### src/design/nps_pkg.sv
`timescale 1ns / 1ps
// ============================================================================
// nps_pkg
// Shared types and constants of the nearest point search block.
// ============================================================================
package nps_pkg;

    // Fixed field widths of the stream and register interface
    localparam int IDX_BITS = 10;
    localparam int USE_BITS = 11;

    // Item kinds carried in tuser
    localparam logic ACT_WRITE = 1'b0;
    localparam logic ACT_QUERY = 1'b1;

    // Sideband that travels with each point read through the distance pipeline
    typedef struct packed {
        logic valid;
        logic last;
    } nps_tag_t;

    // Query sequencer states
    typedef enum logic [1:0] {
        ST_IDLE,
        ST_SCAN,
        ST_DRAIN,
        ST_FINISH
    } nps_state_t;

endpackage

### src/design/nps_dist.sv
`timescale 1ns / 1ps
// ============================================================================
// nps_dist
// Three-stage squared distance pipeline: abs differences, squares, sum.
// ============================================================================
module nps_dist #(
    parameter int COORD_BITS = 24,
    parameter int IDX_W = 10,
    localparam int DIFF_W = COORD_BITS + 1,
    localparam int SQ_W = 2 * DIFF_W,
    localparam int SUM_W = SQ_W + 1
) (
    input  logic                   clk,
    input  logic                   rst_n,
    input  nps_pkg::nps_tag_t      in_tag,
    input  logic [IDX_W-1:0]       in_idx,
    input  logic [COORD_BITS-1:0]  px,
    input  logic [COORD_BITS-1:0]  py,
    input  logic [COORD_BITS-1:0]  tx,
    input  logic [COORD_BITS-1:0]  ty,
    output nps_pkg::nps_tag_t      out_tag,
    output logic [IDX_W-1:0]       out_idx,
    output logic [SUM_W-1:0]       out_dist
);

    import nps_pkg::*;

    nps_tag_t           tag_a_reg, tag_b_reg, tag_c_reg;
    logic [IDX_W-1:0]   idx_a_reg, idx_b_reg, idx_c_reg;
    logic [DIFF_W-1:0]  dx_reg, dy_reg;
    logic [SQ_W-1:0]    sx_reg, sy_reg;
    logic [SUM_W-1:0]   sum_reg;

    logic [DIFF_W-1:0]  dx_raw, dy_raw;
    logic [DIFF_W-1:0]  dx_abs, dy_abs;

    // Stage A input: sign-extended differences and their magnitudes
    always_comb
    begin
        dx_raw = {px[COORD_BITS-1], px} - {tx[COORD_BITS-1], tx};
        dy_raw = {py[COORD_BITS-1], py} - {ty[COORD_BITS-1], ty};
        dx_abs = dx_raw[DIFF_W-1] ? (~dx_raw + 1'b1) : dx_raw;
        dy_abs = dy_raw[DIFF_W-1] ? (~dy_raw + 1'b1) : dy_raw;
    end

    // Tag pipeline
    always_ff @(posedge clk or negedge rst_n)
    begin
        if (!rst_n)
        begin
            tag_a_reg <= '0;
            tag_b_reg <= '0;
            tag_c_reg <= '0;
        end
        else
        begin
            tag_a_reg <= in_tag;
            tag_b_reg <= tag_a_reg;
            tag_c_reg <= tag_b_reg;
        end
    end

    // Payload pipeline
    always_ff @(posedge clk)
    begin
        idx_a_reg <= in_idx;
        dx_reg    <= dx_abs;
        dy_reg    <= dy_abs;

        idx_b_reg <= idx_a_reg;
        sx_reg    <= dx_reg * dx_reg;
        sy_reg    <= dy_reg * dy_reg;

        idx_c_reg <= idx_b_reg;
        sum_reg   <= {1'b0, sx_reg} + {1'b0, sy_reg};
    end

    assign out_tag  = tag_c_reg;
    assign out_idx  = idx_c_reg;
    assign out_dist = sum_reg;

endmodule
### config.mk
export PLATFORM = sky130hd
export DESIGN_NAME = nps_dist
export DESIGN_NICKNAME = d
export VERILOG_FILES = /design/src/design/nps_pkg.sv /design/src/design/nps_dist.sv
export SDC_FILE = /design/constraint.sdc
export NUM_CORES = 2
export LEC_CHECK = 0
export BUFFER_PORTS_ARGS = -buffer_cell sky130_fd_sc_hd__buf_2
export CORE_ASPECT_RATIO = 1.2
export CORE_MARGIN = 2
export CORE_UTILIZATION = 60
export CTS_CLUSTER_SIZE = 28
export DETAILED_ROUTE_END_ITERATION = 6
export PLACE_DENSITY = 0.78
export SYNTH_ARGS = -nofsm -noshare
export SYNTH_HDL_FRONTEND = slang
export SYNTH_SLANG_ARGS = --single-unit
### constraint.sdc
create_clock -name clk -period 17 [get_ports clk]
set_input_delay 1.7 -clock clk [delete_from_list [all_inputs] [get_ports clk]]
set_output_delay 1.7 -clock clk [all_outputs]
set_load 0.01 [all_outputs]
==> impl_results.md <==
* Status: complete, no violations
* # placed instances at 6121
* FF-to-FF path depth at 26
* Synth unique cells at 72
* Clock Path Buffers at 3
* Die height at 307 µm
* Reg-to-reg slack, setup at 8400 ps
* Fin nets at 6650
* WL/cell at between 15 and 20 µm
* Total Routing Usage GR at 27.0%
* Sequential-to-total area share from yosys stat at around 10%
* Dpl hpwl at 83900 µm
* Slew HR at 20.6%
* Design area at 0.0486 mm²
* WP data arrival at 9090 ps
* Placed cell areas at around 0.048 mm²
* WL final at ~100000 µm
* Post-synth top area share at 40.8%
* Maximum fanout along the worst path at 27
* Routability cong. at 0.917
* Area leader, netlist: fa_1
* Clk_skew at around 26 ps
* Clk root buf: clkbuf_16
* End point of the critical path: sy_reg[46]
* Final period utilization at approximately half
* CP required at 17490 ps
* Global route total overflow at 0
* Largest net degree at the start of global routing at 29
* Worst Hold Class: reg2reg
* CTS clk-pin slew, worst paths at roughly 60 ps
* Avg Inst Size Synth at 9.12 µm²
* Layout cell share with drive strength beyond 1 at 5.32%
* Crit Path Category: reg2reg
* Dpl ws at 8620 ps
* Routed Antenna Nets at 0
* First-pass GRT wire length at around 170000 µm
* Skew-Pair Late Insertion Delay at approximately 570 ps
* Fmax at ~0.12 GHz
* Max-cap viol count at 0
* Worst R2R Start: dy_reg[1]
* Max-slew violation count at 0
* Reg-to-Reg End: sy_reg[46]
* Die width at 256 µm
* Row cnt at 111
* Async SR Flop Fraction at 2.55%
* Setup TNS at 0 ps
* Top post-synthesis cells by area: fa_1 (41%), ha_1 (13%), inv_1 (12%), dfxtp_1 (10%), nand2_1 (3.5%)
* Core box area at 0.0760 mm²
* Number of I/O pins at 173
* Final hold violations at 0
* Minimum clock period at 8600 ps
* Vias in the first global route at 36.4k
* Top_reg_cell synth: dfxtp_1
* Initial antenna violation count at 5
* Iter 0 DRT Violations at approximately 1.9k
* TritonRoute pass-1 iters at 6
* Vias/cell at 5.37
* Seq cells post-synth at 235
* Setup Buffers After CTS at 0
* Starting Density at 60.3%
* Syn nets at about 6.5k
* Filler cells at just over 6k
* Worst Setup End Kind: flop
* Worst setup path startpoint: dy_reg[1]
* CTS tree: yes
* Category of the worst setup path launch point: flop
* Port buffer count at 172
* Cell area after synthesis at 0.0458 mm²
* Total CTS buffers at 26
* # clock sinks at 235
* Slew @ Worst Pin at 1190 ps
* PnR worst setup slack at roughly 8400 ps
* RSZ-0062 raised after global routing: false
* Cts repair resizes at 0
* Final setup fails at 0
* Syn-to-layout area delta at 6.17%
* Number of flip-flops under the largest register name at ~50
* Number of H-tree levels at 1
* Hold buffers post-CTS at 0
* ANT cells at 0
* DRC at 0
* Yosys warns at 0
* Routed via count at 33.1k
* Die area at 0.0786 mm²
* Gate Count Post-Synth at 5027
* Number of synthesized flops with an enable pin at 0
* Non-filler cells in the finished layout at 6169
## per-stage QoR
step	utilization [%]	hold slack (ps)
2_1_floorplan	-	310
4_1_cts	64.0	326
5_1_grt	64.0	333
3_3_place_gp	62.8	310
3_5_place_dp	62.8	312
6_report	64.0	326
## placed cells by master, fill, tap and decap left out, types with 91 or more instances in the layout
master and instances:
nand2_1 429, a21o_1 91, ha_1 474, o21ai_0 110, fa_1 934, nor2_1 151
buf_2 172, xnor2_1 161, dfxtp_1 229, and2_1 241, inv_1 1430, a21oi_1 171
## layout make-up
type,instances,area [µm²],share of cell area (%)
clock inverter,17,211,0.435
timing repair buffer,206,1120,2.29
inverter,1430,5370,11.0
clock buffer,31,721,1.48
multi-input combinational,3233,35200,72.4
tap,1017,1270,2.62
sequential,235,4730,9.73
## worst min-delay path by stage
| stage | from | end | slack, ps | cells past startpoint |
|---|---|---|---|---|
| global route | idx_a_reg[4] | idx_b_reg[4] | 330 | 0 |
| detailed placement | idx_a_reg[6] | idx_b_reg[6] | 310 | 0 |
| global placement | idx_b_reg[0] | out_idx[0] | 310 | 0 |
| floorplan | idx_a_reg[0] | idx_b_reg[0] | 310 | 0 |
| finish | idx_b_reg[8] | out_idx[8] | 330 | 0 |
| CTS | idx_b_reg[2] | out_idx[2] | 330 | 0 |
## cells in the mapped netlist, drive strengths merged (21+ instances only)
master / count
a31oi: 21
nor2b: 43
clkbuf: 124
xor2: 74
inv: 1430
fa: 934
nor3: 28
a21oi: 174
nand3: 57
a21o: 91
nand2: 429
nand2b: 23
o21a: 22
nor2: 151
nand4: 22
o21ai: 111
ha: 474
dfxtp: 229
xnor2: 161
and2: 241
## worst max-delay path, cell delays in order (launching register included)
cell and delay [ps]:
dfxtp_1 1110, nand2_1 250, fa_1 550, inv_1 60, fa_1 530, inv_1 50
fa_1 530, inv_1 50, fa_1 500, inv_1 50, fa_1 520, inv_1 50
fa_1 470, inv_1 50, fa_1 470, inv_1 60, ha_1 390, o21ai_0 130
a21oi_1 220, nor2_1 110, or4_1 460, o21a_1 250, o31ai_1 650, a21oi_1 260
or3_1 390, o21ai_0 200, xor2_1 170
## per-layer routing
layer,GRT usage (%),vias up,share of wire (%)
li1,-,15200,-
met1,31.4,16500,37
met2,50.0,1045,53
met3,2.51,330,4.9
met4,12.8,0,5.3
met5,0,-,0
## cells by family after synthesis
| group | count (synthesis) | synth area share, % |
|---|---|---|
| AOI/OAI and AO/OA | 537 | 7.41 |
| xor gates and xnor gates | 235 | 4.49 |
| adders and majority gates | 1408 | 53.7 |
| buffers and inverters | 1559 | 12.8 |
| DFF | 235 | 10.3 |
| muxes | 8 | 0.183 |
| and+or+nand+nor | 1045 | 11.0 |
Power is not shown: default switching activity piles up to over one toggle a cycle in this logic, so the estimate is an artifact.
